File: src/design/tvp_pkg.sv
// Shared types and codes for the trapezoidal velocity profile block.
`timescale 1ns / 1ps
package tvp_pkg;

    localparam int APB_AW = 4;

    // Register indexes (byte address / 4)
    localparam logic [1:0] REG_ACCEL = 2'd0;
    localparam logic [1:0] REG_SPEED = 2'd1;
    localparam logic [1:0] REG_DIST  = 2'd2;

    // Phase codes
    localparam logic [1:0] PH_ACCEL  = 2'd0;
    localparam logic [1:0] PH_CRUISE = 2'd1;
    localparam logic [1:0] PH_DECEL  = 2'd2;
    localparam logic [1:0] PH_DONE   = 2'd3;

    typedef struct packed {
        logic [31:0] accel;
        logic [31:0] speed;
        logic [31:0] distance;
    } t_cfg;

    typedef struct packed {
        logic [31:0] ta;
        logic [31:0] tc;
        logic [31:0] peak;
        logic        bad;
    } t_prof;

endpackage

File: src/design/tvp_if.sv
// Request and result channel interfaces.
`timescale 1ns / 1ps
interface tvp_in_if;
    logic        valid;
    logic        ready;
    logic [31:0] elapsed_time;
    modport source (output valid, output elapsed_time, input ready);
    modport sink   (input valid, input elapsed_time, output ready);
endinterface

interface tvp_out_if;
    logic        valid;
    logic        ready;
    logic [31:0] velocity;
    logic [1:0]  phase;
    logic        bad_setting;
    modport source (output valid, output velocity, output phase, output bad_setting,
                    input ready);
    modport sink   (input valid, input velocity, input phase, input bad_setting,
                    output ready);
endinterface

File: src/design/tvp_pipe.sv
// Four-register evaluation pipeline: capture, phase select, multiply, shape.
`timescale 1ns / 1ps
module tvp_pipe #(
    parameter int FRAC_BITS = 16
) (
    input  logic           i_clk,
    input  logic           i_rst_n,
    input  logic           i_busy,
    input  logic [31:0]    i_accel,
    input  tvp_pkg::t_prof i_prof,
    tvp_in_if.sink         i_req,
    tvp_out_if.source      o_res
);
    logic        r_a_v, r_b_v, r_c_v, r_d_v;
    logic [31:0] r_a_t;
    logic [31:0] r_b_m;
    logic [1:0]  r_b_ph, r_c_ph, r_d_ph;
    logic        r_b_bad, r_c_bad, r_d_bad;
    logic [63:0] r_c_prod;
    logic [31:0] r_d_vel;

    logic        en_a, en_b, en_c, en_d;
    logic [32:0] sum_c;
    logic [33:0] stop;
    logic [1:0]  n_ph;
    logic [31:0] n_m;
    logic [63:0] drop;
    logic [31:0] n_vel;

    assign en_d = !r_d_v || o_res.ready;
    assign en_c = !r_c_v || en_d;
    assign en_b = !r_b_v || en_c;
    assign en_a = !r_a_v || en_b;
    assign i_req.ready = en_a && !i_busy;

    // phase from time compares
    assign sum_c = {1'b0, i_prof.ta} + {1'b0, i_prof.tc};
    assign stop  = {1'b0, sum_c} + {2'b0, i_prof.ta};

    always_comb begin
        if (i_prof.bad) begin
            n_ph = tvp_pkg::PH_DONE;
        end else if (r_a_t <= i_prof.ta) begin
            n_ph = tvp_pkg::PH_ACCEL;
        end else if ({1'b0, r_a_t} <= sum_c) begin
            n_ph = tvp_pkg::PH_CRUISE;
        end else if ({2'b0, r_a_t} < stop) begin
            n_ph = tvp_pkg::PH_DECEL;
        end else begin
            n_ph = tvp_pkg::PH_DONE;
        end
        n_m = (n_ph == tvp_pkg::PH_ACCEL) ? r_a_t : r_a_t - sum_c[31:0];
    end

    assign drop = r_c_prod >> FRAC_BITS;

    always_comb begin
        case (r_c_ph)
            tvp_pkg::PH_ACCEL:  n_vel = ((drop >> 32) != '0) ? 32'hFFFF_FFFF : drop[31:0];
            tvp_pkg::PH_CRUISE: n_vel = i_prof.peak;
            tvp_pkg::PH_DECEL:  n_vel = (drop >= 64'(i_prof.peak)) ? 32'd0
                                                                  : i_prof.peak - drop[31:0];
            default:            n_vel = '0;
        endcase
    end

    always_ff @(posedge i_clk) begin
        if (!i_rst_n) begin
            r_a_v <= 1'b0;
            r_b_v <= 1'b0;
            r_c_v <= 1'b0;
            r_d_v <= 1'b0;
        end else begin
            if (en_a) r_a_v <= i_req.valid && i_req.ready;
            if (en_b) r_b_v <= r_a_v;
            if (en_c) r_c_v <= r_b_v;
            if (en_d) r_d_v <= r_c_v;
        end
    end

    always_ff @(posedge i_clk) begin
        if (en_a) begin
            r_a_t <= i_req.elapsed_time;
        end
        if (en_b) begin
            r_b_m   <= n_m;
            r_b_ph  <= n_ph;
            r_b_bad <= i_prof.bad;
        end
        if (en_c) begin
            r_c_prod <= 64'(i_accel) * 64'(r_b_m);
            r_c_ph   <= r_b_ph;
            r_c_bad  <= r_b_bad;
        end
        if (en_d) begin
            r_d_vel <= n_vel;
            r_d_ph  <= r_c_ph;
            r_d_bad <= r_c_bad;
        end
    end

    assign o_res.valid       = r_d_v;
    assign o_res.velocity    = r_d_vel;
    assign o_res.phase       = r_d_ph;
    assign o_res.bad_setting = r_d_bad;
endmodule

File: src/flat_wrapper.sv
// flat-port wrapper written by rule: the top's interface ports become plain ports
module tvp_pipe_flat 
#(
    parameter int FRAC_BITS = 16
)
  (i_clk, i_rst_n, i_busy, i_accel, i_prof, i_req_valid, i_req_elapsed_time, i_req_ready, o_res_valid, o_res_velocity, o_res_phase, o_res_bad_setting, o_res_ready);
  tvp_in_if i_req_i ();
  tvp_out_if o_res_i ();
  input  logic i_clk;
  input  logic i_rst_n;
  input  logic i_busy;
  input  logic [31:0] i_accel;
  input  tvp_pkg::t_prof i_prof;
  input wire logic [$bits(i_req_i.valid)-1:0] i_req_valid;
  input wire logic [$bits(i_req_i.elapsed_time)-1:0] i_req_elapsed_time;
  output wire logic [$bits(i_req_i.ready)-1:0] i_req_ready;
  output wire logic [$bits(o_res_i.valid)-1:0] o_res_valid;
  output wire logic [$bits(o_res_i.velocity)-1:0] o_res_velocity;
  output wire logic [$bits(o_res_i.phase)-1:0] o_res_phase;
  output wire logic [$bits(o_res_i.bad_setting)-1:0] o_res_bad_setting;
  input wire logic [$bits(o_res_i.ready)-1:0] o_res_ready;
  assign i_req_i.valid = i_req_valid;
  assign i_req_i.elapsed_time = i_req_elapsed_time;
  assign i_req_ready = i_req_i.ready;
  assign o_res_valid = o_res_i.valid;
  assign o_res_velocity = o_res_i.velocity;
  assign o_res_phase = o_res_i.phase;
  assign o_res_bad_setting = o_res_i.bad_setting;
  assign o_res_i.ready = o_res_ready;
  tvp_pipe #(.FRAC_BITS(FRAC_BITS)) u_core (.i_clk(i_clk), .i_rst_n(i_rst_n), .i_busy(i_busy), .i_accel(i_accel), .i_prof(i_prof), .i_req(i_req_i), .o_res(o_res_i));
endmodule
File: config.mk
export PLATFORM = sky130hd
export DESIGN_NAME = tvp_pipe_flat
export DESIGN_NICKNAME = d
export VERILOG_FILES = /design/src/design/tvp_pkg.sv /design/src/design/tvp_if.sv /design/src/design/tvp_pipe.sv /design/src/flat_wrapper.sv
export SDC_FILE = /design/constraint.sdc
export NUM_CORES = 2
export LEC_CHECK = 0
export BUFFER_PORTS_ARGS = -buffer_cell sky130_fd_sc_hd__buf_2
export CAP_MARGIN = 10
export CORE_UTILIZATION = 60
export CTS_CLUSTER_DIAMETER = 40
export DETAILED_ROUTE_END_ITERATION = 10
export PLACE_DENSITY = 0.78
export SLEW_MARGIN = 20
export SYNTH_ARGS = -nofsm -noshare
export SYNTH_HDL_FRONTEND = slang
export SYNTH_SLANG_ARGS = --single-unit
File: constraint.sdc
create_clock -name i_clk -period 19.95 [get_ports i_clk]
set_input_delay 3.99 -clock i_clk [delete_from_list [all_inputs] [get_ports i_clk]]
set_output_delay 3.99 -clock i_clk [all_outputs]
set_load 0.1 [all_outputs]
==> reports/results.md <==
| Result | Reported |
| --- | --- |
| Outcome | finished clean |
| Placement-stage cell area | 48400 um^2 |
| Part of the Yosys area used for sequential elements | 10.0% |
| Clk slew on worst S/H paths | 0.07 ns |
| Final core utilization | 64.1% |
| Antenna violations before repair | 1 |
| Number of distinct library cells after synthesis | 75 |
| Kind of start point of the critical path | input port |
| Die boundary height | 281 um |
| Routed wire length per instance | 19.9 um |
| Number of buffers inserted by port buffering | 202 |
| Yosys warning count | 0 |
| Number of diodes added for antenna fixing | 0 |
| Net count of the mapped netlist | 6679 |
| Filler cell count | 6292 |
| Nets@finish | 6710 |
| First-pass GRT wire length | 198000 um |
| DRC violations left | 0 |
| Slew at the pin with the worst max-slew slack | 0.905 ns |
| Largest net degree at the start of global routing | 64 |
| Final count of pins violating max slew | 0 |
| Setup clock skew after layout | 0.0204 ns |
| Minimum clock period after layout | 11.57 ns |
| Max-cap violation count | 0 |
| DIE AREA | 78800 um^2 |
| Final-report setup violation count | 0 |
| Number of H-tree levels | 4 |
| Required @ worst endpoint | 20.18 ns |
| Half-perimeter wire length after detailed placement | 96400 um |
| Summed area of non-filler cells in the final layout | 49000 um^2 |
| Overall Global Routing Usage | 32.3% |
| Final hold violation count | 0 |
| Core outline area | 76500 um^2 |
| Clock latency reported for the late side of the worst-skew pair | 0.50 ns |
| Vias | 35882 |
| Top flip-flop cell by instance count after synthesis | sky130_fd_sc_hd__edfxtp_1 |
| Post-DR vias/cell | 5.78 |
| Arrival time of the worst setup path | 11.80 ns |
| Highest attainable clock frequency | 86.5 MHz |
| Total routed wirelength | 123000 um |
| Cell area after technology mapping | 46600 um^2 |
| Row cnt | 101 |
| CP Launch Point | i_accel[16] |
| I/O pins | 203 |
| Commonest non-fill, non-tap cell in the layout | sky130_fd_sc_hd__inv_1 |
| Antenna Violating Nets Remaining | 0 |
| Buffers inserted during post-CTS setup optimization | 0 |
| Number of global-route vias before repair | 37633 |
| Crit Path Class | in2reg |
| Final sum of negative setup slack | 0 ns |
| Count of state elements after synthesis | 157 |
| Detailed-routing iteration count for the pre-antenna-repair pass | 5 |
| Number of buffers on the longest clock path | 2 |
| Share of flip-flops with an asynchronous set or reset after synthesis | 0% |
| Worst-path fanout max | 32 |
| Startpoint of the most critical register-to-register path | u_core.r_b_m[2] |
| Clock root buffer | sky130_fd_sc_hd__clkbuf_16 |
| Area delta synth->final | 5.12% |
| Quantity of gates resized following cts | 0 |
| Clock tree from TritonCTS | done |
| DRC marker count from the first detailed-route iteration | 2677 |
| Starting Density | 61.0% |
| Fraction of layout instances using a drive strength above 1 | 6.09% |
| Die Wd | 281 um |
| Unrepaired setup endpoints after global routing | no |
| Worst min-delay path category | reg2reg |
| # hold bufs at CTS | 0 |
| Average size of a mapped cell | 9.09 um^2 |
| Kind of capture point of the worst setup path | flop |
| Global placement routability congestion | 0.961 |
| Cells after synthesis | 5130 |
| Commonest non-fill, non-tap cells in the layout | 1060 x sky130_fd_sc_hd__inv_1, 899 x sky130_fd_sc_hd__fa_1, 654 x sky130_fd_sc_hd__nand2_1, 484 x sky130_fd_sc_hd__ha_1, 461 x sky130_fd_sc_hd__and2_1 |
| Sum of overflow across all layers after global routing | 0 |
| Worst Hold Launch | u_core.r_c_bad |
| Share of the clock period used by the worst path after layout | 58.0% |
| Number of synthesized flops with an enable pin | 153 |
| Count of clock tree sinks | 157 |
| Worst rel slew slack | 39.1% |
| Cts bufs inserted | 17 |
## path summary, 6_finish.rpt
check                        endpoint  cells past startpoint  slack, ns
max               u_core.r_c_prod[62]                     26       8.38
min          u_core.o_res.bad_setting                      0       0.43
max reg2reg       u_core.r_c_prod[62]                     26      11.70
min reg2reg  u_core.o_res.bad_setting                      0       0.43
## worst max-delay path, stage by stage
cell                       delay, ns
sky130_fd_sc_hd__buf_2          0.62
sky130_fd_sc_hd__and2_1         0.26
sky130_fd_sc_hd__fa_1           0.39
sky130_fd_sc_hd__inv_1          0.07
sky130_fd_sc_hd__fa_1           0.42
sky130_fd_sc_hd__fa_1           0.50
sky130_fd_sc_hd__fa_1           0.55
sky130_fd_sc_hd__inv_1          0.05
sky130_fd_sc_hd__fa_1           0.50
sky130_fd_sc_hd__inv_1          0.06
sky130_fd_sc_hd__fa_1           0.54
sky130_fd_sc_hd__inv_1          0.06
sky130_fd_sc_hd__fa_1           0.40
sky130_fd_sc_hd__fa_1           0.48
sky130_fd_sc_hd__ha_1           0.36
sky130_fd_sc_hd__a21oi_1        0.15
sky130_fd_sc_hd__o21ai_0        0.15
sky130_fd_sc_hd__o41a_1         0.36
sky130_fd_sc_hd__a221oi_1       0.31
sky130_fd_sc_hd__o21ai_1        0.21
sky130_fd_sc_hd__a41oi_2        0.36
sky130_fd_sc_hd__o21ai_1        0.18
sky130_fd_sc_hd__a21o_1         0.24
sky130_fd_sc_hd__a31oi_1        0.29
sky130_fd_sc_hd__o21ai_1        0.13
sky130_fd_sc_hd__xor2_1         0.14
## synth_stat cells (4+ instances only)
library cell	n	area (um^2)
sky130_fd_sc_hd__inv_1	1061	3980
sky130_fd_sc_hd__fa_1	899	18000
sky130_fd_sc_hd__nand2_1	655	2460
sky130_fd_sc_hd__ha_1	484	6060
sky130_fd_sc_hd__and2_1	461	2880
sky130_fd_sc_hd__clkbuf_1	233	875
sky130_fd_sc_hd__a21oi_1	212	1060
sky130_fd_sc_hd__edfxtp_1	153	4590
sky130_fd_sc_hd__a21o_1	124	931
sky130_fd_sc_hd__o21ai_0	115	576
sky130_fd_sc_hd__nor2_1	109	409
sky130_fd_sc_hd__xnor2_1	98	858
sky130_fd_sc_hd__xor2_1	68	596
sky130_fd_sc_hd__o31ai_1	38	285
sky130_fd_sc_hd__nand3_1	37	185
sky130_fd_sc_hd__nor2b_1	31	194
sky130_fd_sc_hd__nor3_1	28	140
sky130_fd_sc_hd__nand2b_1	27	169
sky130_fd_sc_hd__nand4_1	26	163
sky130_fd_sc_hd__and3_1	25	156
sky130_fd_sc_hd__o21bai_1	22	165
sky130_fd_sc_hd__a31oi_1	21	131
sky130_fd_sc_hd__o21a_1	18	135
sky130_fd_sc_hd__a211oi_1	16	120
sky130_fd_sc_hd__o211ai_1	13	97.6
sky130_fd_sc_hd__mux2_2	12	135
sky130_fd_sc_hd__and4_1	11	96.3
sky130_fd_sc_hd__or3_1	10	62.6
sky130_fd_sc_hd__a211o_1	9	78.8
sky130_fd_sc_hd__o221ai_1	9	78.8
sky130_fd_sc_hd__o21ai_1	8	40.0
sky130_fd_sc_hd__a2111oi_0	6	52.6
sky130_fd_sc_hd__a221oi_1	6	52.6
sky130_fd_sc_hd__nor4_1	6	37.5
sky130_fd_sc_hd__o2111ai_1	6	52.6
sky130_fd_sc_hd__or4_1	6	45.0
sky130_fd_sc_hd__a21boi_0	5	37.5
sky130_fd_sc_hd__a31o_2	5	43.8
sky130_fd_sc_hd__dfxtp_1	4	80.1
## state kept, by name, indices dropped and copies added (netlist names)
name and cells:
u_core.r_c_prod 48, u_core.o_res.velocity 32, u_core.r_a_t 32, u_core.r_b_m 32
u_core.o_res.phase 2, u_core.r_b_ph 2, u_core.r_c_ph 2, u_core.o_res.bad_setting 1
u_core.o_res.valid 1, u_core.r_a_v 1, u_core.r_b_bad 1, u_core.r_b_v 1
u_core.r_c_bad 1, u_core.r_c_v 1
## metal layers
metal	vias up	share of wire (%)	global-route usage, %
li1	15966	-	-
met1	17977	39	40.6
met5	-	0	0
met3	351	8.2	5.81
met4	0	5.0	15.1
met2	1588	48	54.3
## final cells by class
cell class                      instances  area [um^2]  area share (%)
Timing Repair Buffer                  248         1360            2.77
Sequential cell                       157         4670            9.54
Inverter                             1061         3980            8.13
Clock buffer                           17          425           0.868
Multi-Input combinational cell       3676        37100            75.7
Clock inverter                         15          199           0.406
Tap cell                             1030         1290            2.63
## logic make-up (layout without fill, tap and decap cells)
logic type	after synthesis	count (layout)	share of synthesized area [%]
simple gates	1441	1441	15.2
fa+ha+maj	1383	1383	51.6
buf+inv	1297	1341	10.4
compound gates	673	673	9.32
xor+xnor	166	166	3.12
flops	157	157	10.0
mux	13	13	0.322
## per-stage QoR
stage | setup WS [ns] | cells | hold slack (ns)
finish | 8.38 | 6204 | 0.426
global route | 8.02 | 6204 | 0.429
CTS | 8.48 | 6204 | 0.422
detailed placement | 7.98 | 6172 | 0.415
global placement | 8.12 | 6172 | 0.405
floorplan | 8.91 | 5130 | 0.400
Power is left out: the tool's default activity adds up to more than one toggle a clock period on the data nets, which glitch-free logic cannot reach.
