===== src/design/tvp_pkg.sv =====
// Shared types and codes for the trapezoidal velocity profile block.
`timescale 1ns / 1ps
package tvp_pkg;

    localparam int APB_AW = 4;

    // Register indexes (byte address / 4)
    localparam logic [1:0] REG_ACCEL = 2'd0;
    localparam logic [1:0] REG_SPEED = 2'd1;
    localparam logic [1:0] REG_DIST  = 2'd2;

    // Phase codes
    localparam logic [1:0] PH_ACCEL  = 2'd0;
    localparam logic [1:0] PH_CRUISE = 2'd1;
    localparam logic [1:0] PH_DECEL  = 2'd2;
    localparam logic [1:0] PH_DONE   = 2'd3;

    typedef struct packed {
        logic [31:0] accel;
        logic [31:0] speed;
        logic [31:0] distance;
    } t_cfg;

    typedef struct packed {
        logic [31:0] ta;
        logic [31:0] tc;
        logic [31:0] peak;
        logic        bad;
    } t_prof;

endpackage


===== src/design/tvp_apb.sv =====
// APB register file: acceleration, speed limit, move distance.
`timescale 1ns / 1ps
module tvp_apb #(
    parameter int FRAC_BITS = 16
) (
    input  logic                       i_clk,
    input  logic                       i_rst_n,
    input  logic                       psel,
    input  logic                       penable,
    input  logic                       pwrite,
    input  logic [tvp_pkg::APB_AW-1:0] paddr,
    input  logic [31:0]                pwdata,
    output logic [31:0]                prdata,
    output logic                       pready,
    output tvp_pkg::t_cfg              o_cfg,
    output logic                       o_wr
);
    localparam logic [31:0] ONE = 32'(1) << FRAC_BITS;

    tvp_pkg::t_cfg r_cfg;
    logic [1:0]    idx;

    assign idx    = paddr[3:2];
    assign pready = 1'b1;
    assign o_wr   = psel && penable && pwrite && pready;
    assign o_cfg  = r_cfg;

    always_ff @(posedge i_clk) begin
        if (!i_rst_n) begin
            r_cfg.accel    <= ONE;
            r_cfg.speed    <= ONE;
            r_cfg.distance <= '0;
        end else if (o_wr) begin
            unique case (idx)
                tvp_pkg::REG_ACCEL: r_cfg.accel    <= pwdata;
                tvp_pkg::REG_SPEED: r_cfg.speed    <= pwdata;
                tvp_pkg::REG_DIST:  r_cfg.distance <= pwdata;
                default: ;
            endcase
        end
    end

    always_comb begin
        unique case (idx)
            tvp_pkg::REG_ACCEL: prdata = r_cfg.accel;
            tvp_pkg::REG_SPEED: prdata = r_cfg.speed;
            tvp_pkg::REG_DIST:  prdata = r_cfg.distance;
            default:            prdata = '0;
        endcase
    end
endmodule


===== config.mk =====
export PLATFORM = sky130hd
export DESIGN_NAME = tvp_apb
export DESIGN_NICKNAME = d
export VERILOG_FILES = /design/src/design/tvp_pkg.sv /design/src/design/tvp_apb.sv
export SDC_FILE = /design/constraint.sdc
export NUM_CORES = 1
export LEC_CHECK = 0
export BUFFER_PORTS_ARGS = -buffer_cell sky130_fd_sc_hd__buf_2
export CORE_MARGIN = 1
export CORE_UTILIZATION = 40
export CTS_CLUSTER_DIAMETER = 50
export DETAILED_ROUTE_END_ITERATION = 12
export PLACE_DENSITY = 0.77
export SYNTH_ARGS = -nofsm -noshare
export SYNTH_HDL_FRONTEND = slang
export SYNTH_SLANG_ARGS = --single-unit

===== constraint.sdc =====
create_clock -name i_clk -period 1.9 [get_ports i_clk]
set_input_delay 0.57 -clock i_clk [delete_from_list [all_inputs] [get_ports i_clk]]
set_output_delay 0.57 -clock i_clk [all_outputs]
set_load 0.005 [all_outputs]

==> results.json, run 1 <==
{
  "nets": 661,
  "crit_path_max_fanout": 26,
  "start_util_pct": 41.2,
  "violations": "setup timing",
  "largest_reg_flops": 96,
  "die_w_um": 105,
  "crit_arrival_ns": 1.36,
  "ys_types": 17,
  "drt-pass1-iter-count": 4,
  "skew_ns": 0,
  "hold_depth": 2,
  "drt-initial-drc-count": 168,
  "start_kind": "input pin",
  "antenna_found_initial": 0,
  "fin_tns_setup_ns": -0.0842,
  "cellPowerDensity_nw_per_um2": 668,
  "viasPerCell": 5.03,
  "synth_edf_count": 0,
  "grt_usage_pct": 20.9,
  "wirelength_um": 11600,
  "path_cells": "buf_2 -> nor2b_4 -> buf_12 -> nand2_1 -> o21ai_1 -> buf_2",
  "grt_pass1_vias": 3684,
  "place_congestion": 0.822,
  "r2r_slack_ns": 1.13,
  "fillers": 933,
  "critical-path-top-delay-family": "buffers and inverters",
  "clkTransAtPathRegs_ns": 0.08,
  "grt_max_degree": 66,
  "critPathCaptureType": "output pin",
  "fmax_ghz": 0.517,
  "async_reset_ff_share_pct": 0,
  "netlist_top_cells_count": "nand2_1 (158), mux2i_1 (127), dfxtp_1 (96)",
  "peakVddDrop_mv": 0.304,
  "synthCells": 463,
  "ys_top_cells_by_area": "dfxtp_1 (45%), mux2i_1 (30%), nand2_1 (14%)",
  "syn-num-nets": 504,
  "clk_latency_ns": 0.36,
  "overflow": 0,
  "cts_root_buf": "clkbuf_8",
  "antennaDiodeCount": 0,
  "netlist_area_sq_um": 4250,
  "regToRegStartpoint": "o_cfg[48]",
  "cts_hold_buf": 0,
  "final.setup.worst_slack_ns": -0.0350,
  "critical_path_class": "in2out",
  "yosysTopAreaCell": "dfxtp_1",
  "num_rows": 37,
  "clock_sinks": 96,
  "synth_top_area_share_pct": 45.2,
  "grt_most_used_layer": "met2",
  "dieArea_sq_um": 11100,
  "power_mw": 3.71,
  "cts_tree": "done",
  "ctsHtreeMaxLevel": 3,
  "seq_area_frac_synth_pct": 45.2,
  "whs_endpoint": "o_cfg[49]",
  "post_cts_buffers": 0,
  "power.leakage_nw": 2.91,
  "vias": 3826,
  "coreArea_sq_um": 10300,
  "hold_viol_final": 0,
  "slew_violations": 0,
  "timing.hold.ws_ns": 0.475,
  "reg2reg_depth": 3,
  "r2r_end": "o_cfg[48]",
  "ant_nets": 0,
  "drcViolationCount": 0,
  "fin_crit_ns": 1.93,
  "rsz0062_at_grt": "true",
  "layout-drive-gt1-share_pct": 32.5,
  "crit_buf_inv": 3,
  "final_core_util_pct": 53.9,
  "wl_per_cell_um": 15.3,
  "hold_path_class": "reg2reg",
  "worst-endpoint-required_ns": 1.33,
  "io_pins": 171,
  "maxCapViolCount": 0,
  "min_from": "o_cfg[49]",
  "grt_util_met1_pct": 25.1,
  "synth.most_common_cell": "nand2_1",
  "setup_viol_count_final": 8,
  "area_growth_pct": 30.7,
  "avgSynthCellArea_sq_um": 9.19,
  "max_stage_delay_ns": 0.20,
  "grtUsageMet3_pct": 2.81,
  "hpwl_um": 8070,
  "status": "finished with violations",
  "grt_use_met2_pct": 36.9,
  "synth_ff_type": "dfxtp_1",
  "cpMostUsedCell": "buf_2",
  "period_share_pct": 102,
  "ys_seq_elements": 96,
  "yosys_warnings": 0,
  "cp_slowest_cell": "buf_12",
  "die_y_um": 105,
  "portBuffers": 167,
  "grt_pass1_wl_um": 18200,
  "clk_path_buf_depth": 2,
  "numCtsBuffers": 9
}
-- routing by layer --
metal  up-vias  share of wire, %
met4         0               2.1
met3        15               3.6
met2       118                50
met1      1847                44
li1       1846                 -
met5         -                 0
-- cells in the final DEF (no fill, tap or decap) --
| master | count |
|---|---|
| and2_1 | 1 |
| bufbuf_16 | 1 |
| nand2_2 | 1 |
| buf_6 | 1 |
| clkbuf_1 | 1 |
| buf_4 | 4 |
| buf_12 | 13 |
| nor2b_1 | 2 |
| nand3b_1 | 1 |
| clkbuf_8 | 10 |
| mux2i_1 | 127 |
| clkinv_2 | 3 |
| conb_1 | 1 |
| nand2_1 | 158 |
| nor3b_4 | 1 |
| dfxtp_1 | 96 |
| o21ai_0 | 12 |
| nor2b_4 | 1 |
| a21oi_1 | 2 |
| bufinv_16 | 1 |
| o21ai_2 | 2 |
| buf_2 | 165 |
| nand2b_1 | 1 |
| and3_1 | 1 |
| o21ai_1 | 18 |
-- worst max-delay path by stage --
stage | start | endpoint | slack (ns) | cells after the start
after floorplan | paddr[3] | prdata[0] | 0.04 | 4
after global placement | paddr[3] | prdata[12] | -0.07 | 5
after detailed placement | paddr[3] | prdata[5] | -0.10 | 5
after CTS | paddr[2] | prdata[5] | -0.04 | 6
after global routing | paddr[2] | prdata[7] | -0.09 | 6
final | paddr[2] | prdata[31] | -0.03 | 6
-- metrics by stage --
step           cell area [sq um]  setup WS [ns]  std cells
4_1_cts                     5550        -0.0369        760
5_1_grt                     5560        -0.0912        760
3_3_place_gp                5320        -0.0739        744
3_5_place_dp                5320         -0.102        744
2_1_floorplan               4250         0.0395        463
6_report                    5560        -0.0350        760
-- layout make-up --
type / count / area, sq um / share of cell area [%]
sequential: 96 / 1920 / 34.6
tap: 136 / 170 / 3.06
timing repair buffer: 184 / 1160 / 20.9
clock inverter: 4 / 45.0 / 0.810
clock buffer: 11 / 141 / 2.54
multi-input combinational: 329 / 2120 / 38.2
-- report_power, final --
| part | switching [mW] | internal (mW) |
|---|---|---|
| registers | 0.0204 | 2.04 |
| logic | 0.190 | 0.157 |
| clock network | 0.678 | 0.632 |
-- kinds of logic after synthesis --
kind of cell / Yosys count / share of synthesized area, %
flip-flops: 96 / 45.2
other: 1 / 0.0882
buffers and inverters: 38 / 5.41
multiplexers: 127 / 29.9
AO/OA/AOI/OAI: 34 / 4.00
AND/OR/NAND/NOR: 167 / 15.4
-- worst reg2reg max path, cell delays in order, from the launching register on --
cell,delay (ns)
dfxtp_1,0.34
nand2b_1,0.15
a21oi_1,0.13
a21oi_1,0.05
-- timing repair --
action	CTS	global route
gates resized for setup	14	13
endpoints found under the setup margin	32	31
endpoints found under the hold margin	0	0
gates cloned	1	0
Note: power is estimated with default switching activity, not from simulation.
==> inputs of run 2 (changes only) <==
--- a/config.mk
+++ b/config.mk
@@ -5,6 +5,7 @@
 export SDC_FILE = /design/constraint.sdc
 export NUM_CORES = 1
 export LEC_CHECK = 0
+export ABC_AREA = 1
 export BUFFER_PORTS_ARGS = -buffer_cell sky130_fd_sc_hd__buf_2
 export CORE_MARGIN = 1
 export CORE_UTILIZATION = 40
==> run 2 against run 1 <==
  * The run still ends with setup timing left
  * Die area grew 3.8%
  * Non-clock buffer count grew 42
  * First-iteration DRC count grew 78%
  * Highest routed layer unchanged
  * Core utilization grew 6.8 points
  * Largest cell class unchanged
  * Total power grew 10%
  * Critical path type unchanged
  * Maximum frequency shrank 0.64%
  * Combinational power grew 86%
  * Synthesized cell count grew 52%
  * Routed wire length grew 27%
  * Clock power grew 3%
  * Clock skew is the same
==> results.json, run 2 <==
{
  "antenna_found_initial": 0,
  "wl_per_cell_um": 14.3,
  "ys_types": 14,
  "start_util_pct": 40.9,
  "violations": "setup timing",
  "antennaDiodeCount": 0,
  "place_congestion": 0.767,
  "overflow": 0,
  "numCtsBuffers": 9,
  "io_pins": 171,
  "power.leakage_nw": 3.65,
  "critPathCaptureType": "output pin",
  "period_share_pct": 102,
  "viasPerCell": 4.88,
  "netlist_area_sq_um": 4420,
  "clk_latency_ns": 0.34,
  "synth_top_area_share_pct": 43.5,
  "drt-initial-drc-count": 299,
  "clk_path_buf_depth": 2,
  "final_cell_mix": "nor2_1 (188), buf_2 (164), nand2_1 (163)",
  "dp_slack_ns": -0.0860,
  "clock_sinks": 96,
  "dieArea_sq_um": 11500,
  "nets": 932,
  "vias": 5059,
  "cts_tree": "done",
  "drcViolationCount": 0,
  "wl_met2_um": 7180,
  "fin_crit_ns": 1.95,
  "cts_root_buf": "clkbuf_8",
  "skew_ns": 0,
  "setup_viol_count_final": 32,
  "crit_arrival_ns": 1.38,
  "synth.most_common_cell": "nand2_1",
  "dr_wl_met3_um": 1000,
  "status": "finished with violations",
  "async_reset_ff_share_pct": 0,
  "cts_hold_buf": 0,
  "area_growth_pct": 48.1,
  "multi_input_area_sq_um": 2470,
  "ctsHtreeMaxLevel": 3,
  "ys_top_cells_by_area": "dfxtp_1 (43%), nand2_1 (17%), nor2_1 (16%)",
  "hold_path_class": "in2reg",
  "wl_met1_um": 6450,
  "synthCells": 703,
  "dp_cells": 992,
  "slew_violations": 0,
  "drt-pass1-iter-count": 5,
  "rsz0062_at_grt": "true",
  "clkTransAtPathRegs_ns": 0.08,
  "synth_edf_count": 0,
  "hpwl_um": 8270,
  "grt_pass1_vias": 4153,
  "hold_viol_final": 0,
  "portBuffers": 167,
  "crit_path_max_fanout": 6,
  "die_w_um": 107,
  "syn-num-nets": 744,
  "mostFrequentLayoutCell": "nor2_1",
  "ant_nets": 0,
  "seq_area_frac_synth_pct": 43.5,
  "largest_reg_flops": 96,
  "critical_path_class": "in2out",
  "yosysTopAreaCell": "dfxtp_1",
  "netlist_top_cells_count": "nand2_1 (196), nor2_1 (191), nand3_1 (129)",
  "yosys_warnings": 0,
  "worst-endpoint-required_ns": 1.33,
  "synth_ff_type": "dfxtp_1",
  "die_y_um": 107,
  "grt_usage_pct": 23.0,
  "grt_max_degree": 97,
  "final.setup.worst_slack_ns": -0.0474,
  "final_cell_count_no_fill": 1036,
  "fillers": 1008,
  "layout-drive-gt1-share_pct": 34.3,
  "grt_pass1_wl_um": 20700,
  "top_layer": "met4",
  "ys_seq_elements": 96,
  "cellPowerDensity_nw_per_um2": 626,
  "num_rows": 38,
  "wirelength_um": 14800,
  "seqCellArea_sq_um": 1920,
  "maxCapViolCount": 0,
  "peakVddDrop_mv": 0.480,
  "coreArea_sq_um": 10800,
  "start_kind": "input pin",
  "fmax_ghz": 0.514,
  "avgSynthCellArea_sq_um": 6.29
}
==> run 2: cell count changes in the layout (fill, tap and decap cells not counted), moves of 18 or more <==
| cell | change |
|---|---|
| mux2i_1 | -127 |
| buf_4 | +30 |
| nor2_1 | +188 |
| inv_1 | +33 |
| o21ai_1 | -18 |
| nand3_1 | +105 |
| nand2_4 | +20 |
| nand3_2 | +24 |
==> run 2: through the flow <==
stage | utilization, % | setup TNS [ns] | total power, mW | hold slack [ns] | area, sq um
2_1_floorplan | - | 0 | 2.40 | 0.483 | 4420
3_3_place_gp | 51.5 | -1.89 | 2.62 | 0.483 | 5560
3_5_place_dp | 51.5 | -2.11 | 2.62 | 0.488 | 5560
4_1_cts | 56.3 | -0.335 | 4.03 | 0.460 | 6080
5_1_grt | 60.7 | -2.33 | 4.28 | 0.477 | 6550
6_report | 60.7 | -0.921 | 4.10 | 0.488 | 6550
==> run 2: per-layer routing <==
metal  global-route usage [%]  vias up
met5                        0        -
li1                         -     2557
met1                     30.4     2266
met4                     5.87        0
met2                     38.4      223
met3                     4.19       13
==> run 2: logic make-up after synthesis <==
group / after synthesis / synth area share (%)
compound gates: 2 / 0.227
flops: 96 / 43.5
buf+inv: 84 / 8.04
other cells: 1 / 0.0849
simple gates: 520 / 48.2
==> run 2: area by class of cell <==
class,instances,share of cell area (%)
multi-input cells,523,37.7
clock inverters,5,0.860
well taps,140,2.68
inverters,35,2.12
flip-flops and latches,96,29.4
repair buffers,226,25.1
clock buffers,11,2.16
==> run 2: timing repair <==
action,CTS,global route
pin swaps,1,5
gates resized for setup,37,59
endpoints found under the setup margin,32,32
gates cloned,4,7
buffers inserted,9,9
==> run 2: critical path, cell delays in order <==
cell	delay (ns)
buf_12	0.11
nor2_4	0.15
buf_6	0.16
clkbuf_16	0.17
nand2_2	0.05
nand3_2	0.05
buf_2	0.10
==> run 2: report_power, final <==
part	switching (mW)	internal (mW)
Sequential	0.0406	2.06
Clock	0.710	0.644
Combinational	0.346	0.298
Total	1.10	3.00
==> run 2: path summary, 6_finish.rpt <==
| kind | start | endpoint | slack (ns) | cells past startpoint |
|---|---|---|---|---|
| hold reg to reg | o_cfg[46] | o_cfg[46] | 0.50 | 2 |
| setup / recovery | paddr[2] | prdata[13] | -0.05 | 7 |
| hold / removal | pwdata[16] | o_cfg[80] | 0.49 | 3 |
| setup reg to reg | o_cfg[0] | o_cfg[0] | 1.22 | 2 |
==> inputs of run 3 (changes only) <==
--- a/config.mk
+++ b/config.mk
@@ -8,10 +8,10 @@
 export ABC_AREA = 1
 export BUFFER_PORTS_ARGS = -buffer_cell sky130_fd_sc_hd__buf_2
 export CORE_MARGIN = 1
-export CORE_UTILIZATION = 40
+export CORE_UTILIZATION = 25
 export CTS_CLUSTER_DIAMETER = 50
 export DETAILED_ROUTE_END_ITERATION = 12
-export PLACE_DENSITY = 0.77
+export PLACE_DENSITY = 0.56
 export SYNTH_ARGS = -nofsm -noshare
 export SYNTH_HDL_FRONTEND = slang
 export SYNTH_SLANG_ARGS = --single-unit
==> run 3 against run 2 <==
  * The run still ends with setup timing left
  * Flip-flop and latch count stayed put
  * Clock skew stayed put
  * Setup slack better by 0.014 ns
  * Critical path depth stayed put
  * Sequential share of layout area is 0.23 points higher
  * Design area is 0.76% lower
==> results.json, run 3 (synthesized netlist as in run 2, its figures left out) <==
{
  "cts_hold_buf": 0,
  "final_cell_count_no_fill": 1101,
  "grt_pass1_wl_um": 22400,
  "r2r_slack_ns": 1.22,
  "rsz0062_at_grt": "true",
  "start_util_pct": 25.5,
  "power.leakage_nw": 3.44,
  "worst-endpoint-required_ns": 1.33,
  "period_share_pct": 102,
  "grt_pass1_vias": 4056,
  "peakVddDrop_mv": 0.371,
  "start_kind": "input pin",
  "status": "finished with violations",
  "antennaDiodeCount": 0,
  "wl_per_cell_um": 13.6,
  "layout-drive-gt1-share_pct": 30.8,
  "fin_crit_ns": 1.93,
  "r2r_end": "o_cfg[48]",
  "mostFrequentLayoutCell": "nor2_1",
  "skew_ns": 0,
  "drt-pass1-iter-count": 5,
  "antenna_found_initial": 0,
  "crit_path_max_fanout": 6,
  "critical_path_class": "in2out",
  "drcViolationCount": 0,
  "maxCapViolCount": 0,
  "regToRegStartpoint": "o_cfg[48]",
  "grt_usage_pct": 16.2,
  "viasPerCell": 4.44,
  "drt-initial-drc-count": 173,
  "final_cell_mix": "nor2_1 (188), nand2_1 (175), buf_2 (163)",
  "hpwl_um": 9210,
  "num_rows": 48,
  "setup_viol_count_final": 26,
  "die_w_um": 135,
  "reg2reg_depth": 2,
  "place_congestion": 0.738,
  "crit_start": "paddr[3]",
  "wirelength_um": 14900,
  "clk_latency_ns": 0.34,
  "dp_slack_ns": -0.134,
  "hold_viol_final": 0,
  "timing.hold.ws_ns": 0.478,
  "fillers": 1863,
  "overflow": 0,
  "hold_path_class": "in2reg",
  "nets": 912,
  "area_growth_pct": 47.0,
  "dp_cells": 1073,
  "largest_reg_flops": 96,
  "critPathCaptureType": "output pin",
  "slew_violations": 0,
  "portBuffers": 167,
  "ctsHtreeMaxLevel": 3,
  "cp-endpoint": "prdata[14]",
  "coreArea_sq_um": 17300,
  "clkTransAtPathRegs_ns": 0.06,
  "fmax_ghz": 0.517,
  "cts_tree": "done",
  "ant_nets": 0,
  "dieArea_sq_um": 18200,
  "die_y_um": 135,
  "final.setup.worst_slack_ns": -0.0332,
  "vias": 4883,
  "cellPowerDensity_nw_per_um2": 708,
  "io_pins": 171,
  "violations": "setup timing",
  "numCtsBuffers": 9,
  "crit_arrival_ns": 1.36,
  "cts_root_buf": "clkbuf_16",
  "power_mw": 4.60,
  "final_core_util_pct": 37.6,
  "clk_path_buf_depth": 2,
  "grt_max_degree": 97,
  "clock_sinks": 96
}
## run 3: cell types whose count changed in the layout (fill, tap and decap cells not counted), sizes merged
cell and change:
buf -15, clkbuf -4, clkinv -1
## run 3: where the power goes
group | total, mW | switching, mW | internal (mW)
sequential | 2.10 | 0.0391 | 2.06
clock | 1.92 | 0.789 | 1.13
combinational | 0.587 | 0.330 | 0.257
total | 4.60 | 1.16 | 3.44
## run 3: per-layer routing
layer  routed length [um]  vias to the layer above  global-route usage [%]
met5                    0                        -                       0
met4                  232                        0                    5.18
met3                  701                       14                    3.30
met2                 6820                      132                    25.6
met1                 7160                     2221                    21.8
li1                     -                     2516                       -
## run 3: worst min path at each step
| stage | start | end | slack [ns] | depth (start not counted) |
|---|---|---|---|---|
| 4_1_cts | pwdata[16] | o_cfg[48] | 0.46 | 3 |
| 2_1_floorplan | o_cfg[48] | o_cfg[48] | 0.48 | 2 |
| 5_1_grt | pwdata[16] | o_cfg[48] | 0.48 | 3 |
| 3_5_place_dp | o_cfg[76] | o_cfg[76] | 0.49 | 2 |
| 6_report | pwdata[16] | o_cfg[48] | 0.48 | 3 |
| 3_3_place_gp | o_cfg[76] | o_cfg[76] | 0.49 | 2 |
## run 3: timing repair
action / CTS / global route
resized for setup: 41 / 30
pin swaps: 3 / 3
setup endpoints to repair: 32 / 32
gates cloned: 4 / 1
buffers inserted: 8 / 0
## run 3: worst max-delay path, stage by stage
cell,delay (ns)
buf_12,0.12
nor2_4,0.20
buf_12,0.14
buf_16,0.13
nand2_4,0.05
nand3_2,0.06
buf_2,0.10
## run 3: area by class of cell
| type | instances | area, sq um | area share (%) |
|---|---|---|---|
| multi-input combinational | 523 | 2390 | 36.8 |
| sequential | 96 | 1920 | 29.6 |
| timing repair buffer | 206 | 1440 | 22.2 |
| tap | 225 | 282 | 4.33 |
| clock buffer | 12 | 267 | 4.10 |
| inverter | 35 | 139 | 2.14 |
| clock inverter | 4 | 51.3 | 0.790 |
## run 3: metrics by stage
stage	TNS (ns)	instance area [sq um]
6_report	-0.321	6500
5_1_grt	-2.01	6500
4_1_cts	-0.639	6370
3_5_place_dp	-2.99	5700
3_3_place_gp	-2.44	5700
2_1_floorplan	0	4420
